File: src/hw/rtl/fasta_fastq_record_parser_unit_macros.svh
// Assertion macros for the FASTA/FASTQ record parser.
// Expect clk and rst in the scope of use; empty when SYNTH is defined.
`ifndef FASTA_FASTQ_RECORD_PARSER_UNIT_MACROS_SVH
`define FASTA_FASTQ_RECORD_PARSER_UNIT_MACROS_SVH

`ifndef SYNTH
`define FFRP_ASSERT_NOW(label, ante, cons) \
  label: assert property (@(posedge clk) disable iff (rst) (ante) |-> (cons)) \
    else $error("ffrp: same-cycle check failed");
`define FFRP_ASSERT_NEXT(label, ante, cons) \
  label: assert property (@(posedge clk) disable iff (rst) (ante) |=> (cons)) \
    else $error("ffrp: next-cycle check failed");
`else
`define FFRP_ASSERT_NOW(label, ante, cons)
`define FFRP_ASSERT_NEXT(label, ante, cons)
`endif

`endif

File: src/hw/rtl/ffrp_pkg.sv
// Shared types, codes and constants for the FASTA/FASTQ record parser.
// No dependencies.
package ffrp_pkg;

  localparam int ADDR_W    = 16;
  localparam int LEN_W     = 16;
  localparam logic [ADDR_W-1:0] BUF_LIMIT = 16'hFFFF;  // min(buffer size, 65535)

  localparam int Q_DEPTH   = 2;
  localparam int Q_PTR_W   = $clog2(Q_DEPTH);

  localparam int CFG_IDX_W = 2;
  localparam logic [CFG_IDX_W-1:0] REG_DROP_NAME     = 2'd0;
  localparam logic [CFG_IDX_W-1:0] REG_DROP_SEQUENCE = 2'd1;
  localparam logic [CFG_IDX_W-1:0] REG_DROP_QUALITY  = 2'd2;

  localparam logic [7:0] CH_TAB     = 8'h09;
  localparam logic [7:0] CH_LF      = 8'h0A;
  localparam logic [7:0] CH_CR      = 8'h0D;
  localparam logic [7:0] CH_SPACE   = 8'h20;
  localparam logic [7:0] CH_GT      = 8'h3E;
  localparam logic [7:0] CH_AT      = 8'h40;
  localparam logic [7:0] CH_UPPER_A = 8'h41;
  localparam logic [7:0] CH_LOWER_Z = 8'h7A;

  localparam logic [1:0] FLD_NAME     = 2'd0;
  localparam logic [1:0] FLD_SEQUENCE = 2'd1;
  localparam logic [1:0] FLD_QUALITY  = 2'd2;

  typedef enum logic [2:0] {
    K_WRITE      = 3'd0,
    K_DONE       = 3'd1,
    K_STREAM_END = 3'd2,
    K_BAD_HEADER = 3'd3,
    K_TRUNCATED  = 3'd4,
    K_OVERFLOW   = 3'd5
  } kind_t;

  typedef enum logic [3:0] {
    PH_WAIT          = 4'd0,
    PH_NAME_FIRST    = 4'd1,
    PH_NAME          = 4'd2,
    PH_FA_LSTART     = 4'd3,
    PH_FA_LINE       = 4'd4,
    PH_FQ_SEQ        = 4'd5,
    PH_FQ_PLUS       = 4'd6,
    PH_FQ_QUAL_FIRST = 4'd7,
    PH_FQ_QUAL       = 4'd8,
    PH_HALT          = 4'd9
  } phase_t;

  typedef struct packed {
    kind_t             kind;
    logic [1:0]        field;
    logic [ADDR_W-1:0] wr_addr;
    logic [7:0]        wr_byte;
    logic              is_fastq;
    logic [LEN_W-1:0]  name_len;
    logic [LEN_W-1:0]  seq_len;
    logic [LEN_W-1:0]  qual_len;
  } res_t;

  // Results of one input byte: r0 first, r1 only when two is set.
  typedef struct packed {
    res_t r0;
    res_t r1;
    logic two;
  } group_t;

  typedef struct packed {
    logic   valid;
    group_t grp;
  } push_t;

  function automatic logic is_ws(input logic [7:0] b);
    return (b == CH_SPACE) || ((b >= CH_TAB) && (b <= CH_CR));
  endfunction

endpackage

File: src/hw/rtl/ffrp_if.sv
// Valid/ready channel interfaces for the record parser's byte input and result output.
// Depends on nothing.
interface ffrp_in_if;
  logic       valid;
  logic       ready;
  logic [7:0] in_byte;
  logic       end_of_stream;

  modport source (output valid, in_byte, end_of_stream, input ready);
  modport sink   (input valid, in_byte, end_of_stream, output ready);
endinterface

interface ffrp_out_if;
  logic        valid;
  logic        ready;
  logic [2:0]  kind;
  logic [1:0]  field;
  logic [15:0] wr_addr;
  logic [7:0]  wr_byte;
  logic        is_fastq;
  logic [15:0] name_len;
  logic [15:0] seq_len;
  logic [15:0] qual_len;
  logic        last;

  modport source (output valid, kind, field, wr_addr, wr_byte, is_fastq, name_len,
                  seq_len, qual_len, last, input ready);
  modport sink   (input valid, kind, field, wr_addr, wr_byte, is_fastq, name_len,
                  seq_len, qual_len, last, output ready);
endinterface

File: src/hw/rtl/fasta_fastq_record_parser_unit.sv
// FASTA/FASTQ record parser. Takes one text byte (or an end-of-stream mark) per
// transaction and turns it into zero, one or two results: buffer writes of name,
// sequence and quality bytes, record-done lengths, stream end, or an error that
// halts parsing until reset. A byte is taken every clock; the parse state updates
// in the cycle it is accepted and its results go into a two-group result queue.
// Results leave at one per clock while the receiver is ready, so throughput is one
// byte per cycle except when a byte yields two results (record end with stream end
// or a bad header); input ready drops only while the queue is full.
// Writes sit at 0..65534 of the record buffer; there is no start-up clearing pass.
// Depends on ffrp_pkg, ffrp_if, ffrp_core, ffrp_queue and the macros header.
`include "fasta_fastq_record_parser_unit_macros.svh"

module fasta_fastq_record_parser_unit (
  input  logic                           clk,
  input  logic                           rst,
  input  logic                           cfg_wr_en,
  input  logic [ffrp_pkg::CFG_IDX_W-1:0] cfg_index,
  input  logic                           cfg_data,
  ffrp_in_if.sink                        in_ch,
  ffrp_out_if.source                     out_ch
);

  ffrp_pkg::push_t push;
  logic            full;

  ffrp_core u_core (
    .clk       (clk),
    .rst       (rst),
    .cfg_wr_en (cfg_wr_en),
    .cfg_index (cfg_index),
    .cfg_data  (cfg_data),
    .full      (full),
    .in_ch     (in_ch),
    .push      (push)
  );

  ffrp_queue u_queue (
    .clk    (clk),
    .rst    (rst),
    .push   (push),
    .full   (full),
    .out_ch (out_ch)
  );

  logic out_acc, halt_kind;
  assign out_acc   = out_ch.valid && out_ch.ready;
  assign halt_kind = (out_ch.kind == ffrp_pkg::K_BAD_HEADER) ||
                     (out_ch.kind == ffrp_pkg::K_TRUNCATED) ||
                     (out_ch.kind == ffrp_pkg::K_OVERFLOW);

  `FFRP_ASSERT_NOW(a_fasta_no_qual, out_ch.valid && out_ch.kind == ffrp_pkg::K_DONE && !out_ch.is_fastq, out_ch.qual_len == 16'd0)
  `FFRP_ASSERT_NOW(a_halt_is_last, out_ch.valid && halt_kind, out_ch.last)
  `FFRP_ASSERT_NOW(a_addr_only_on_write, out_ch.valid && out_ch.kind != ffrp_pkg::K_WRITE, out_ch.wr_addr == 16'd0)
  `FFRP_ASSERT_NEXT(a_silent_after_halt, out_acc && halt_kind, !out_ch.valid)

endmodule

File: src/hw/rtl/ffrp_core.sv
// Parse state machine: per-byte phase and pointer update, result generation.
// Depends on ffrp_pkg and ffrp_in_if.
module ffrp_core (
  input  logic                           clk,
  input  logic                           rst,
  input  logic                           cfg_wr_en,
  input  logic [ffrp_pkg::CFG_IDX_W-1:0] cfg_index,
  input  logic                           cfg_data,
  input  logic                           full,
  ffrp_in_if.sink                        in_ch,
  output ffrp_pkg::push_t                push
);

  ffrp_pkg::phase_t phase, phase_next;
  logic [15:0] wp, wp_next;
  logic [15:0] mk, mk_next;
  logic [15:0] fs, fs_next;
  logic [15:0] snl, snl_next;
  logic [15:0] ssl, ssl_next;
  logic        fq, fq_next;
  logic        drop_name, drop_sequence, drop_quality;

  logic        in_acc;
  logic [7:0]  b;
  logic        eos;

  // actions of the current byte
  logic        st_store, st_ovf, st_trunc, st_done, st_end, st_bad;
  logic [1:0]  st_fld;
  logic [15:0] done_nl, done_sl, done_ql;

  ffrp_pkg::res_t res [2];
  logic [1:0]     cnt;

  assign in_ch.ready = !full;
  assign in_acc      = in_ch.valid && in_ch.ready;
  assign b           = in_ch.in_byte;
  assign eos         = in_ch.end_of_stream;

  // next state
  always_comb begin
    phase_next = phase;
    wp_next    = wp;
    mk_next    = mk;
    fs_next    = fs;
    snl_next   = snl;
    ssl_next   = ssl;
    fq_next    = fq;
    st_store   = 1'b0;
    st_fld     = ffrp_pkg::FLD_NAME;
    st_ovf     = 1'b0;
    st_trunc   = 1'b0;
    st_done    = 1'b0;
    st_end     = 1'b0;
    st_bad     = 1'b0;
    done_nl    = '0;
    done_sl    = '0;
    done_ql    = drop_quality ? 16'd0 : 16'(mk - fs);

    unique case (phase)
      ffrp_pkg::PH_WAIT: begin
        if (eos) st_end = 1'b1;
      end
      ffrp_pkg::PH_NAME_FIRST, ffrp_pkg::PH_NAME: begin
        if (eos) begin
          if (phase == ffrp_pkg::PH_NAME_FIRST) begin
            st_end = 1'b1;
          end else if (fq) begin
            st_trunc = 1'b1;
          end else begin
            st_done  = 1'b1;
            st_end   = 1'b1;
            done_nl  = drop_name ? 16'd0 : mk;
            done_sl  = '0;
            done_ql  = '0;
          end
        end else if (b == ffrp_pkg::CH_LF) begin
          // close the name: trailing blanks trimmed
          snl_next   = drop_name ? 16'd0 : mk;
          wp_next    = drop_name ? 16'd0 : mk;
          fs_next    = wp_next;
          mk_next    = wp_next;
          phase_next = fq ? ffrp_pkg::PH_FQ_SEQ : ffrp_pkg::PH_FA_LSTART;
        end else begin
          phase_next = ffrp_pkg::PH_NAME;
          st_store   = !drop_name;
          st_fld     = ffrp_pkg::FLD_NAME;
        end
      end
      ffrp_pkg::PH_FA_LSTART: begin
        if (eos) begin
          st_done = 1'b1;
          st_end  = 1'b1;
          done_nl = snl;
          done_sl = 16'(wp - fs);
          done_ql = '0;
        end else if (ffrp_pkg::is_ws(b)) begin
          phase_next = phase;
        end else if (b >= ffrp_pkg::CH_UPPER_A && b <= ffrp_pkg::CH_LOWER_Z) begin
          phase_next = ffrp_pkg::PH_FA_LINE;
          st_store   = 1'b1;
          st_fld     = ffrp_pkg::FLD_SEQUENCE;
        end else begin
          // this byte opens the next record
          st_done = 1'b1;
          done_nl = snl;
          done_sl = 16'(wp - fs);
          done_ql = '0;
        end
      end
      ffrp_pkg::PH_FA_LINE: begin
        if (eos) begin
          st_done = 1'b1;
          st_end  = 1'b1;
          done_nl = snl;
          done_sl = 16'(mk - fs);
          done_ql = '0;
        end else if (b == ffrp_pkg::CH_LF) begin
          wp_next    = mk;
          phase_next = ffrp_pkg::PH_FA_LSTART;
        end else begin
          st_store = 1'b1;
          st_fld   = ffrp_pkg::FLD_SEQUENCE;
        end
      end
      ffrp_pkg::PH_FQ_SEQ: begin
        if (eos) begin
          st_trunc = 1'b1;
        end else if (b == ffrp_pkg::CH_LF) begin
          wp_next    = drop_sequence ? fs : mk;
          ssl_next   = drop_sequence ? 16'd0 : 16'(mk - fs);
          fs_next    = wp_next;
          mk_next    = wp_next;
          phase_next = ffrp_pkg::PH_FQ_PLUS;
        end else begin
          st_store = !drop_sequence;
          st_fld   = ffrp_pkg::FLD_SEQUENCE;
        end
      end
      ffrp_pkg::PH_FQ_PLUS: begin
        if (eos) begin
          st_trunc = 1'b1;
        end else if (b == ffrp_pkg::CH_LF) begin
          phase_next = ffrp_pkg::PH_FQ_QUAL_FIRST;
        end
      end
      ffrp_pkg::PH_FQ_QUAL_FIRST, ffrp_pkg::PH_FQ_QUAL: begin
        if (eos) begin
          if (phase == ffrp_pkg::PH_FQ_QUAL_FIRST) begin
            st_trunc = 1'b1;
          end else begin
            st_done = 1'b1;
            st_end  = 1'b1;
            done_nl = snl;
            done_sl = ssl;
          end
        end else if (b == ffrp_pkg::CH_LF) begin
          st_done = 1'b1;
          done_nl = snl;
          done_sl = ssl;
        end else begin
          phase_next = ffrp_pkg::PH_FQ_QUAL;
          st_store   = !drop_quality;
          st_fld     = ffrp_pkg::FLD_QUALITY;
        end
      end
      ffrp_pkg::PH_HALT: begin
        phase_next = phase;
      end
      default: begin
        phase_next = phase;
      end
    endcase

    if (st_store) begin
      if (wp >= ffrp_pkg::BUF_LIMIT) begin
        st_ovf     = 1'b1;
        phase_next = ffrp_pkg::PH_HALT;
      end else begin
        wp_next = wp + 16'd1;
        if (!ffrp_pkg::is_ws(b)) mk_next = wp + 16'd1;
      end
    end
    if (st_trunc) phase_next = ffrp_pkg::PH_HALT;
    if (st_done || st_end) begin
      snl_next   = done_nl;
      ssl_next   = done_sl;
      wp_next    = '0;
      mk_next    = '0;
      fs_next    = '0;
      phase_next = ffrp_pkg::PH_WAIT;
    end
    // header byte: in the wait phase, or after a FASTA record closed by it
    if (!eos && !ffrp_pkg::is_ws(b) &&
        (phase == ffrp_pkg::PH_WAIT || (phase == ffrp_pkg::PH_FA_LSTART && st_done))) begin
      wp_next  = '0;
      mk_next  = '0;
      fs_next  = '0;
      snl_next = '0;
      ssl_next = '0;
      if (b == ffrp_pkg::CH_GT) begin
        fq_next    = 1'b0;
        phase_next = ffrp_pkg::PH_NAME_FIRST;
      end else if (b == ffrp_pkg::CH_AT) begin
        fq_next    = 1'b1;
        phase_next = ffrp_pkg::PH_NAME_FIRST;
      end else begin
        st_bad     = 1'b1;
        phase_next = ffrp_pkg::PH_HALT;
      end
    end
  end

  // results of the current byte
  always_comb begin
    res[0] = '0;
    res[1] = '0;
    cnt    = 2'd0;
    if (st_store) begin
      res[0].kind = st_ovf ? ffrp_pkg::K_OVERFLOW : ffrp_pkg::K_WRITE;
      if (!st_ovf) begin
        res[0].field    = st_fld;
        res[0].wr_addr  = wp;
        res[0].wr_byte  = b;
        res[0].is_fastq = fq;
      end
      cnt = 2'd1;
    end
    if (st_trunc) begin
      res[0].kind = ffrp_pkg::K_TRUNCATED;
      cnt         = 2'd1;
    end
    if (st_done) begin
      res[0].kind     = ffrp_pkg::K_DONE;
      res[0].is_fastq = fq;
      res[0].name_len = done_nl;
      res[0].seq_len  = done_sl;
      res[0].qual_len = done_ql;
      cnt             = 2'd1;
    end
    if (st_end) begin
      res[cnt[0]].kind = ffrp_pkg::K_STREAM_END;
      cnt              = cnt + 2'd1;
    end
    if (st_bad) begin
      res[cnt[0]].kind = ffrp_pkg::K_BAD_HEADER;
      cnt              = cnt + 2'd1;
    end
  end

  assign push.valid   = in_acc && (cnt != 2'd0);
  assign push.grp.r0  = res[0];
  assign push.grp.r1  = res[1];
  assign push.grp.two = cnt[1];

  always_ff @(posedge clk) begin
    if (rst) begin
      phase <= ffrp_pkg::PH_WAIT;
      wp    <= '0;
      mk    <= '0;
      fs    <= '0;
      snl   <= '0;
      ssl   <= '0;
      fq    <= 1'b0;
    end else if (in_acc) begin
      phase <= phase_next;
      wp    <= wp_next;
      mk    <= mk_next;
      fs    <= fs_next;
      snl   <= snl_next;
      ssl   <= ssl_next;
      fq    <= fq_next;
    end
  end

  always_ff @(posedge clk) begin
    if (rst) begin
      drop_name     <= 1'b0;
      drop_sequence <= 1'b0;
      drop_quality  <= 1'b0;
    end else if (cfg_wr_en) begin
      unique case (cfg_index)
        ffrp_pkg::REG_DROP_NAME:     drop_name     <= cfg_data;
        ffrp_pkg::REG_DROP_SEQUENCE: drop_sequence <= cfg_data;
        ffrp_pkg::REG_DROP_QUALITY:  drop_quality  <= cfg_data;
        default: ;
      endcase
    end
  end

endmodule

File: src/hw/rtl/ffrp_queue.sv
// Result queue: holds the result groups of accepted bytes and hands them out
// one result per transaction. Depends on ffrp_pkg and ffrp_out_if.
module ffrp_queue (
  input  logic            clk,
  input  logic            rst,
  input  ffrp_pkg::push_t push,
  output logic            full,
  ffrp_out_if.source      out_ch
);

  ffrp_pkg::group_t mem [ffrp_pkg::Q_DEPTH];
  logic [ffrp_pkg::Q_PTR_W-1:0] wptr, rptr;
  logic [ffrp_pkg::Q_PTR_W:0]   count;
  logic                         sub;    // which result of the head group is shown

  ffrp_pkg::group_t head;
  ffrp_pkg::res_t   cur;
  logic             is_last, out_acc, pop;

  assign head    = mem[rptr];
  assign cur     = sub ? head.r1 : head.r0;
  assign is_last = sub || !head.two;
  assign out_acc = out_ch.valid && out_ch.ready;
  assign pop     = out_acc && is_last;
  assign full    = (count == (ffrp_pkg::Q_PTR_W + 1)'(ffrp_pkg::Q_DEPTH));

  assign out_ch.valid    = (count != '0);
  assign out_ch.kind     = cur.kind;
  assign out_ch.field    = cur.field;
  assign out_ch.wr_addr  = cur.wr_addr;
  assign out_ch.wr_byte  = cur.wr_byte;
  assign out_ch.is_fastq = cur.is_fastq;
  assign out_ch.name_len = cur.name_len;
  assign out_ch.seq_len  = cur.seq_len;
  assign out_ch.qual_len = cur.qual_len;
  assign out_ch.last     = is_last;

  always_ff @(posedge clk) begin
    if (push.valid) mem[wptr] <= push.grp;
  end

  always_ff @(posedge clk) begin
    if (rst) begin
      wptr  <= '0;
      rptr  <= '0;
      count <= '0;
      sub   <= 1'b0;
    end else begin
      if (push.valid) wptr <= wptr + 1'b1;
      if (out_acc) begin
        if (is_last) begin
          rptr <= rptr + 1'b1;
          sub  <= 1'b0;
        end else begin
          sub  <= 1'b1;
        end
      end
      case ({push.valid, pop})
        2'b10:   count <= count + 1'b1;
        2'b01:   count <= count - 1'b1;
        default: count <= count;
      endcase
    end
  end

endmodule

File: src/flat_wrapper.sv
// flat-port wrapper written by rule: the top's interface ports become plain ports
module fasta_fastq_record_parser_unit_flat 
  (clk, rst, cfg_wr_en, cfg_index, cfg_data, in_ch_valid, in_ch_in_byte, in_ch_end_of_stream, in_ch_ready, out_ch_valid, out_ch_kind, out_ch_field, out_ch_wr_addr, out_ch_wr_byte, out_ch_is_fastq, out_ch_name_len, out_ch_seq_len, out_ch_qual_len, out_ch_last, out_ch_ready);
  ffrp_in_if in_ch_i ();
  ffrp_out_if out_ch_i ();
  input  logic clk;
  input  logic rst;
  input  logic cfg_wr_en;
  input  logic [ffrp_pkg::CFG_IDX_W-1:0] cfg_index;
  input  logic cfg_data;
  input wire logic [$bits(in_ch_i.valid)-1:0] in_ch_valid;
  input wire logic [$bits(in_ch_i.in_byte)-1:0] in_ch_in_byte;
  input wire logic [$bits(in_ch_i.end_of_stream)-1:0] in_ch_end_of_stream;
  output wire logic [$bits(in_ch_i.ready)-1:0] in_ch_ready;
  output wire logic [$bits(out_ch_i.valid)-1:0] out_ch_valid;
  output wire logic [$bits(out_ch_i.kind)-1:0] out_ch_kind;
  output wire logic [$bits(out_ch_i.field)-1:0] out_ch_field;
  output wire logic [$bits(out_ch_i.wr_addr)-1:0] out_ch_wr_addr;
  output wire logic [$bits(out_ch_i.wr_byte)-1:0] out_ch_wr_byte;
  output wire logic [$bits(out_ch_i.is_fastq)-1:0] out_ch_is_fastq;
  output wire logic [$bits(out_ch_i.name_len)-1:0] out_ch_name_len;
  output wire logic [$bits(out_ch_i.seq_len)-1:0] out_ch_seq_len;
  output wire logic [$bits(out_ch_i.qual_len)-1:0] out_ch_qual_len;
  output wire logic [$bits(out_ch_i.last)-1:0] out_ch_last;
  input wire logic [$bits(out_ch_i.ready)-1:0] out_ch_ready;
  assign in_ch_i.valid = in_ch_valid;
  assign in_ch_i.in_byte = in_ch_in_byte;
  assign in_ch_i.end_of_stream = in_ch_end_of_stream;
  assign in_ch_ready = in_ch_i.ready;
  assign out_ch_valid = out_ch_i.valid;
  assign out_ch_kind = out_ch_i.kind;
  assign out_ch_field = out_ch_i.field;
  assign out_ch_wr_addr = out_ch_i.wr_addr;
  assign out_ch_wr_byte = out_ch_i.wr_byte;
  assign out_ch_is_fastq = out_ch_i.is_fastq;
  assign out_ch_name_len = out_ch_i.name_len;
  assign out_ch_seq_len = out_ch_i.seq_len;
  assign out_ch_qual_len = out_ch_i.qual_len;
  assign out_ch_last = out_ch_i.last;
  assign out_ch_i.ready = out_ch_ready;
  fasta_fastq_record_parser_unit u_core (.clk(clk), .rst(rst), .cfg_wr_en(cfg_wr_en), .cfg_index(cfg_index), .cfg_data(cfg_data), .in_ch(in_ch_i), .out_ch(out_ch_i));
endmodule
File: config.mk
export PLATFORM = sky130hd
export DESIGN_NAME = fasta_fastq_record_parser_unit_flat
export DESIGN_NICKNAME = d
export VERILOG_FILES = /design/src/hw/rtl/ffrp_pkg.sv /design/src/hw/rtl/ffrp_if.sv /design/src/hw/rtl/fasta_fastq_record_parser_unit.sv /design/src/hw/rtl/ffrp_core.sv /design/src/hw/rtl/ffrp_queue.sv /design/src/flat_wrapper.sv
export VERILOG_INCLUDE_DIRS = /design/src /design/src/hw/rtl
export SDC_FILE = /design/constraint.sdc
export NUM_CORES = 1
export LEC_CHECK = 0
export BUFFER_PORTS_ARGS = -buffer_cell sky130_fd_sc_hd__buf_2
export CORE_UTILIZATION = 55
export CTS_CLUSTER_DIAMETER = 60
export DETAILED_ROUTE_END_ITERATION = 8
export PLACE_DENSITY = 0.71
export REMOVE_ABC_BUFFERS = 1
export SLEW_MARGIN = 20
export SYNTH_ARGS = -nofsm -noshare
export SYNTH_HDL_FRONTEND = slang
export SYNTH_HIERARCHICAL = 1
export SYNTH_SLANG_ARGS = --single-unit
File: constraint.sdc
create_clock -name clk -period 16.4 [get_ports clk]
set_clock_uncertainty 0.2 [all_clocks]
set_input_delay 3.28 -clock clk [delete_from_list [all_inputs] [get_ports clk]]
set_output_delay 3.28 -clock clk [all_outputs]
set_load 0.01 [all_outputs]
**Word-level counts from Yosys, hierarchy flattened**

Memories as Yosys holds them, arrays and structs flattened. A register that Yosys moved wholly into a read port is not among the register bits.
Index checks and enable logic that the tools add are counted.

- Flip-flop bits (word level): 93
- Memory bits (writable): 314
- Input port bits: 17
- Output and inout port bits: 81
- Logic and storage cells: 265
- Memories kept: 1

Memory list:

| memory | words | width | rd ports | clocked after Yosys merged registers in | wr ports | RTL line | RTL |
|---|---|---|---|---|---|---|---|
| u_core.u_queue.mem | 2 | 157 | 1 | 1 | 1 | ffrp_queue.sv:11 | `ffrp_pkg::group_t mem [ffrp_pkg::Q_DEPTH];` |

- Add/subtract/negate cells: 9
- Order comparisons: 9
- Equality and inequality tests: 22
- Mux-type cells: 163
- Bitwise gates (word level): 2
- Reduce and logical (&&, ||, !) cells: 45

Operators by type and width:

| operator | count |
|---|---|
| $mux 16 | 61 |
| $bwmux 156 | 2 |
| $mux 156 | 2 |
| $mux 78 | 3 |
| $demux 78 s1 | 2 |
| $pmux 16 s3 | 3 |
| $mux 4 | 19 |
| $pmux 16 s2 | 2 |
| $pmux 16 s4 | 1 |
| $mux 49 | 1 |
| $mux 1 | 47 |
| $sub 16x16->16 | 2 |
| $mux 30 | 1 |
| $mux 27 | 1 |
| $pmux 4 s6 | 1 |
| $add 16x1->16 const B | 1 |
| $eq 4x3->1 const B | 4 |
| $eq 8x6->1 const B | 2 |
| $ge 16x16->1 const B | 1 |
| $ne 4x4->1 const B | 4 |
| $mux 3 | 5 |
| $mux 2 | 6 |
| $logic_and 1x1->1 | 11 |
| $reduce_bool 3->1 | 3 |
| 35 further kinds | 65 |

**Logic depth before layout (Yosys ltp)**

Gate-level depths: netlist (run 1).

- Depth after elaboration: 18
- Mapped depth: 17
- Gate-level depth less buffers: 15

**Hierarchy**

The synthesis (run 1) kept the hierarchy.

By module, submodules not included:

| module | instances | cells each | area each (um^2) | sequential area each (um^2) |
|---|---|---|---|---|
| ffrp_queue | 1 | 442 | 11622.4 | 9549.2 |
| ffrp_core | 1 | 1090 | 8070.2 | 1761.7 |

**Worst setup path before layout (run 1)**

No wires, ideal clock.

- Kind: input-to-reg
- Start: input port in_ch_in_byte[0]
- End: memory u_core/u_queue/mem[0][0] (netlist name), enable pin
- Library setup time: 675 ps
- Arrival: 12420 ps
- Data required time: 15525 ps
- Path slack: 3105 ps
- Stages: 12
- Buffers on the path: 0
- Cell sequence: or4b_1 -> or4_4 -> a221oi_4 -> o21ai_1 -> nand4b_1 -> ha_1 -> inv_1 -> ha_1 -> nor2_1 -> nor2_1 -> inv_1 -> nor2_1

RTL lines:

| what | RTL line | RTL |
|---|---|---|
| start, declared | flat_wrapper.sv:12 | `input wire logic [$bits(in_ch_i.in_byte)-1:0] in_ch_in_byte;` |
| end, declared | ffrp_queue.sv:11 |  |

==> metrics.cfg, run 1 <==
[outcome]
status=finished, final reports clean

[route]
drc=0
vias=12910
dr.pass1.iters=6
routed_wirelength_mm=44.69
vias_per_cell=6.143
ant_nets=0
drtIter0Drc=1188
routedWlPerCell_um=21.26

[layout]
nets=1668
final_common_cell=edfxtp_1
final_cell_count_no_fill=2102
area_growth_pct=9.308
layout_common_cells=edfxtp_1 (314), nor2_1 (113), buf_2 (97)
antennaDiodeCount=0
nFillCells=2748
layout-drive-gt1-share=0.1834

[synthesis]
synth_top_area_cell=edfxtp_1
synth_edf_count=314
netlist.area_leader.share=0.4788
synth_area_leaders=edfxtp_1 (48%), dfxtp_1 (9.6%), mux4_2 (8.9%), buf_4 (3.0%), a21oi_1 (2.4%)
postSynthCellCount=1532
ys_ff_latch=408
syn_area_um2=19690
ys_seq_area_frac=0.5744
yosysWarnings=6
yosys_most_used_dff=edfxtp_1
syn_avg_cell_area_um2=12.85
synth_cell_types=82
async_flop_share=0

[timing]
fmax_mhz=120.5
drv_slew=0
hold_violations=0
finalCriticalPeriod_ps=8298
tns_ps=0
fin_crit_sh=0.5060
relSlewSlack=0.2587
rsz0062_at_grt=no
worst_pin_slew_ps=1112
finalSetupViolations=0

[placed_design]
port_buffers=97
gp_congestion=0.9351
dp_hpwl_mm=30.17
placed_cells=2025

[die]
pin_count=98
dieArea_um2=36570
start_util=0.5645
num_rows=68
fp.dieH_um=191.2
dieWidth_um=191.2
core_um2=34880

[grt]
grt_pass1_vias=12530
grt_pass1_wl_mm=69.68
antenna_found_initial=1
gr-total-overflow=0
grt_max_degree=69
gr-usage-all-layers=0.2479

[power]
power_density_nw_per_um2=129.7
vdd_drop_max_uv=103.0
p_leak_nw=7.406

[setup_path]
critPathMaxFanout=66
path_class=input pin to flip-flop
worstSetupStartpointType=input pin
critPathTopFamily=simple AND/OR/NAND/NOR gates
slowest_stage=buf_4
slowest_delay_ps=790
reg2reg_depth=13
crit_required_ps=16370
path_buf_inv=5
cp.arrival_ps=8260
endpoint_kind=flip-flop
worstPathCellList=buf_2 -> nor4_1 -> o311ai_0 -> a221oi_4 -> o21ai_1 -> buf_4 -> nand4b_1 -> ha_1 -> inv_1 -> ha_1 -> nor2_1 -> nor2_1 -> inv_1 -> nor2_4 -> buf_4
worst-path-stages=15

[cts]
postCtsHoldBufs=0
cts-buffers-inserted=42
numClockSinks=408
postCtsSetupRepairBufs=0
cts_max_level=2
cts_tree=yes
insertion_delay_ps=560
cts_resized=0
ctsRootBufferMaster=clkbuf_16
clockBufferDepth=3
clk_pin_slew_ps=60

[worst_hold_path]
holdCritPathClass=flip-flop to flip-flop
hold_path_depth=2

[job]
max_cap_violations=0

path summary, 6_finish.rpt:
path	slack, ps	endpoint	from
worst max-delay path	8100	u_core/u_queue/mem[0][42]	in_ch_in_byte[4]
worst min-delay path	270	u_core/u_core/ssl[13]	u_core/u_core/ssl[13]
worst max register to register	10560	u_core/u_queue/mem[0][42]	u_core/u_core/phase[0]
worst min register to register	270	u_core/u_core/ssl[13]	u_core/u_core/ssl[13]
sequential cells by signal, indices dropped and copies added, names as in the netlist, 2 cells and up, named ones only:
signal / flops
u_core/u_core/ssl: 16
u_core/u_queue/mem: 314
u_core/u_core/fs: 16
u_core/u_core/snl: 16
u_core/u_core/phase: 4
u_core/u_queue/count: 2
u_core/u_core/wp: 16
u_core/u_core/mk: 16
layout make-up:
type | instances | area, um2 | area share
multi-input cells | 1005 | 7570 | 0.3517
flip-flops and latches | 408 | 11320 | 0.5258
inverters | 37 | 138.9 | 0.006452
well taps | 455 | 569.3 | 0.02645
clock buffers | 54 | 1096 | 0.05092
repair buffers | 120 | 658.1 | 0.03057
clock inverters | 23 | 175.2 | 0.008138
through the flow:
step	power [mW]	cell area [um2]	hold WS, ps	worst slack [ps]	utilization
finish	2.791	21530	265.6	8102	0.6171
detailed placement	1.938	20250	249.9	7558	0.5806
CTS	2.820	21530	259.3	8123	0.6171
global placement	1.926	20250	241.8	7659	0.5806
floorplan	1.764	18990	226.0	2755	-
global route	2.909	21530	286.2	7647	0.6171
layer usage:
metal	global-route usage	routed length, um
met3	0.04259	3487
met1	0.3465	18780
met5	0	0
met4	0.08303	1221
met2	0.3944	21190
power by group:
part / internal, mW / total [mW] / switching (mW)
logic: 0.228 / 0.557 / 0.328
clock network: 0.494 / 0.881 / 0.387
registers: 1.30 / 1.35 / 0.0579
total: 2.02 / 2.79 / 0.774
logic make-up after synthesis:
kind of cell | share of synthesized area
other | 0.0001904
DFF | 0.5744
buffers and inverters | 0.05680
adders and majority gates | 0.02427
muxes | 0.09778
and+or+nand+nor | 0.09010
AOI/OAI and AO/OA | 0.1369
xor gates and xnor gates | 0.01957
worst min-delay path, delay by kind of cell (launching register included):
kind | cells | cell delay (ps)
DFF | 1 | 310
and+or+nand+nor | 1 | 50
AOI/OAI and AO/OA | 1 | 50
synthesized netlist by cell type, types with 6 or more instances:
library cell and number:
edfxtp_1 314, nor2_1 116, a21oi_1 94, dfxtp_1 94, nand2_1 87, o21ai_0 81
buf_4 78, mux4_2 78, clkbuf_1 52, a22o_1 47, ha_1 35, inv_1 35
and2_1 30, nor3_1 25, xnor2_1 23, xor2_1 21, a211oi_1 18, nor2b_1 16
buf_2 15, o21a_1 15, a21o_1 13, mux2i_1 12, nand2b_1 12, o221ai_1 12
a221oi_1 11, and3_1 11, or2_2 11, a31oi_1 10, nand3_1 10, o211ai_1 10
o22ai_1 10, a311oi_1 9, o21ai_1 8, nor4_1 7, a22oi_1 6, a2bb2oi_1 6
Note: power is estimated with default switching activity, not from simulation.
==> run 2: changes to the inputs <==
- clock period: 16.4 -> 8.5 ns (I/O delays scaled with it)
==> run 2 against run 1 <==
Compared with the run above:
- clock-buffer cell count up 4
- flip-flop and latch count unchanged
- sequential share of layout area down 0.10 points
==> metrics.cfg, run 2 (synthesis gave the netlist of run 1 again) <==
[route]
drc=0
vias_per_cell=6.142
vias=12900
routed_wirelength_mm=44.53
drtIter0Drc=1178
routedWlPerCell_um=21.21
ant_nets=0
dr.pass1.iters=5

[worst_hold_path]
min-delay-start=u_core/u_core/ssl[13]
worstHoldEndpoint=u_core/u_core/ssl[13]
hold_path_depth=2
holdCritPathClass=flip-flop to flip-flop

[layout]
top_register=u_core/u_queue/mem
largest_reg_flops=314
area_growth_pct=9.518
nFillCells=2723
antennaDiodeCount=0
final_common_cell=edfxtp_1
layout_common_cells=edfxtp_1 (314), nor2_1 (113), buf_2 (97)
nets=1666
fin_area_um2=21570
layout-drive-gt1-share=0.1787
utilization=0.6183

[timing]
tns_ps=0
hold_violations=0
relSlewSlack=0.2611
fmax_mhz=170.6
finalSetupViolations=0
fin_crit_sh=0.6898
rsz0062_at_grt=no
worst_pin_slew_ps=1108
drv_slew=0
holdWs_ps=265.7
finalCriticalPeriod_ps=5863

[grt]
grt_max_degree=87
grt_pass1_vias=12560
gr-total-overflow=0
antenna_found_initial=0
grt_pass1_wl_mm=70.10
gr-usage-all-layers=0.2496

[power]
p_leak_nw=7.416
power_density_nw_per_um2=250.6
vdd_drop_max_uv=203.0

[job]
max_cap_violations=0

[die]
num_rows=68
fp.dieH_um=191.2
dieArea_um2=36570
core_um2=34880
start_util=0.5645
pin_count=98
dieWidth_um=191.2

[cts]
postCtsSetupRepairBufs=0
ctsRootBufferMaster=clkbuf_16
postCtsHoldBufs=0
cts-buffers-inserted=41
clockBufferDepth=3
insertion_delay_ps=560
cts_max_level=2
cts_tree=yes
clk_pin_slew_ps=60
cts_resized=0
numClockSinks=408

[placed_design]
port_buffers=97
gp_congestion=0.9393
place_area_um2=20280
dp_hpwl_mm=29.99

[setup_path]
worstSetupStartpointType=input pin
cp.arrival_ps=5850
critPathTopFamily=simple AND/OR/NAND/NOR gates
endpoint_kind=flip-flop
slowest_delay_ps=540
reg2reg_depth=12
path_class=input pin to flip-flop
slowest_stage=or4b_1
crit_required_ps=8480
reg2reg_from=u_core/u_core/phase[0]
reg2reg_setup_slack_ps=3280
r2r-end=u_core/u_queue/mem[1][38]
worstPathCellList=buf_2 -> or4b_1 -> or4_4 -> a221oi_4 -> o21ai_1 -> buf_4 -> nand4b_1 -> ha_1 -> inv_1 -> ha_1 -> nor2_1 -> nor2_1 -> and2_4 -> buf_4
critPathMaxFanout=42
path_buf_inv=4

[outcome]
status=finished, final reports clean

## run 2: cell count changes in the layout (fill, tap and decap cells not counted), moves of 2 or more
| cell | before | now |
|---|---|---|
| buf_12 | 0 | 3 |
| buf_4 | 23 | 19 |
| clkbuf_1 | 12 | 14 |
| clkinv_1 | 3 | 7 |
| clkinv_2 | 12 | 5 |
| clkinvlp_4 | 4 | 1 |
## run 2: per-stage QoR
stage               instances  setup WS [ps]  power (mW)
global placement         2024           2122       3.723
global route             2100           2180       5.626
detailed placement       2024           2072       3.749
finish                   2100           2637       5.405
CTS                      2100           2650       5.458
floorplan                1450          -3565       3.404
## run 2: worst min-delay path: cells and delay by family (launching register included)
family | cells | cell delay, ps
AO/OA/AOI/OAI | 1 | 50
flip-flops | 1 | 310
AND/OR/NAND/NOR | 1 | 50
## run 2: worst max path at each step
stage | from | end | slack, ps | depth (start not counted)
after floorplan | in_ch_in_byte[0] | u_core/u_queue/mem[0][0] | -3560 | 12
after global placement | in_ch_in_byte[0] | u_core/u_queue/mem[1][39] | 2120 | 14
after detailed placement | in_ch_in_byte[0] | u_core/u_queue/mem[1][117] | 2070 | 14
after CTS | in_ch_in_byte[0] | u_core/u_queue/mem[1][113] | 2650 | 14
after global routing | in_ch_in_byte[4] | u_core/u_queue/mem[1][39] | 2180 | 14
final | in_ch_in_byte[0] | u_core/u_queue/mem[1][38] | 2640 | 14
## run 2: layout make-up
cell class	count	area, um2	share of cell area
multi-input cells	1005	7576	0.3513
repair buffers	119	688.2	0.03191
inverters	37	138.9	0.006440
flip-flops and latches	408	11320	0.5248
clock buffers	58	1142	0.05297
well taps	455	569.3	0.02640
clock inverters	18	133.9	0.006208
## run 2: report_power, final
group	switching, mW	internal, mW	leakage, nW	total [mW]
Combinational	0.631	0.452	3.11	1.08
Sequential	0.116	2.49	3.69	2.61
Clock	0.735	0.976	0.622	1.71
## run 2: metal layers
metal,vias to the layer above,share of wire,track usage
li1,5920,-,-
met1,6404,0.42,0.3469
met2,486,0.48,0.3994
met3,89,0.066,0.03543
met4,0,0.030,0.09554
met5,-,0,0
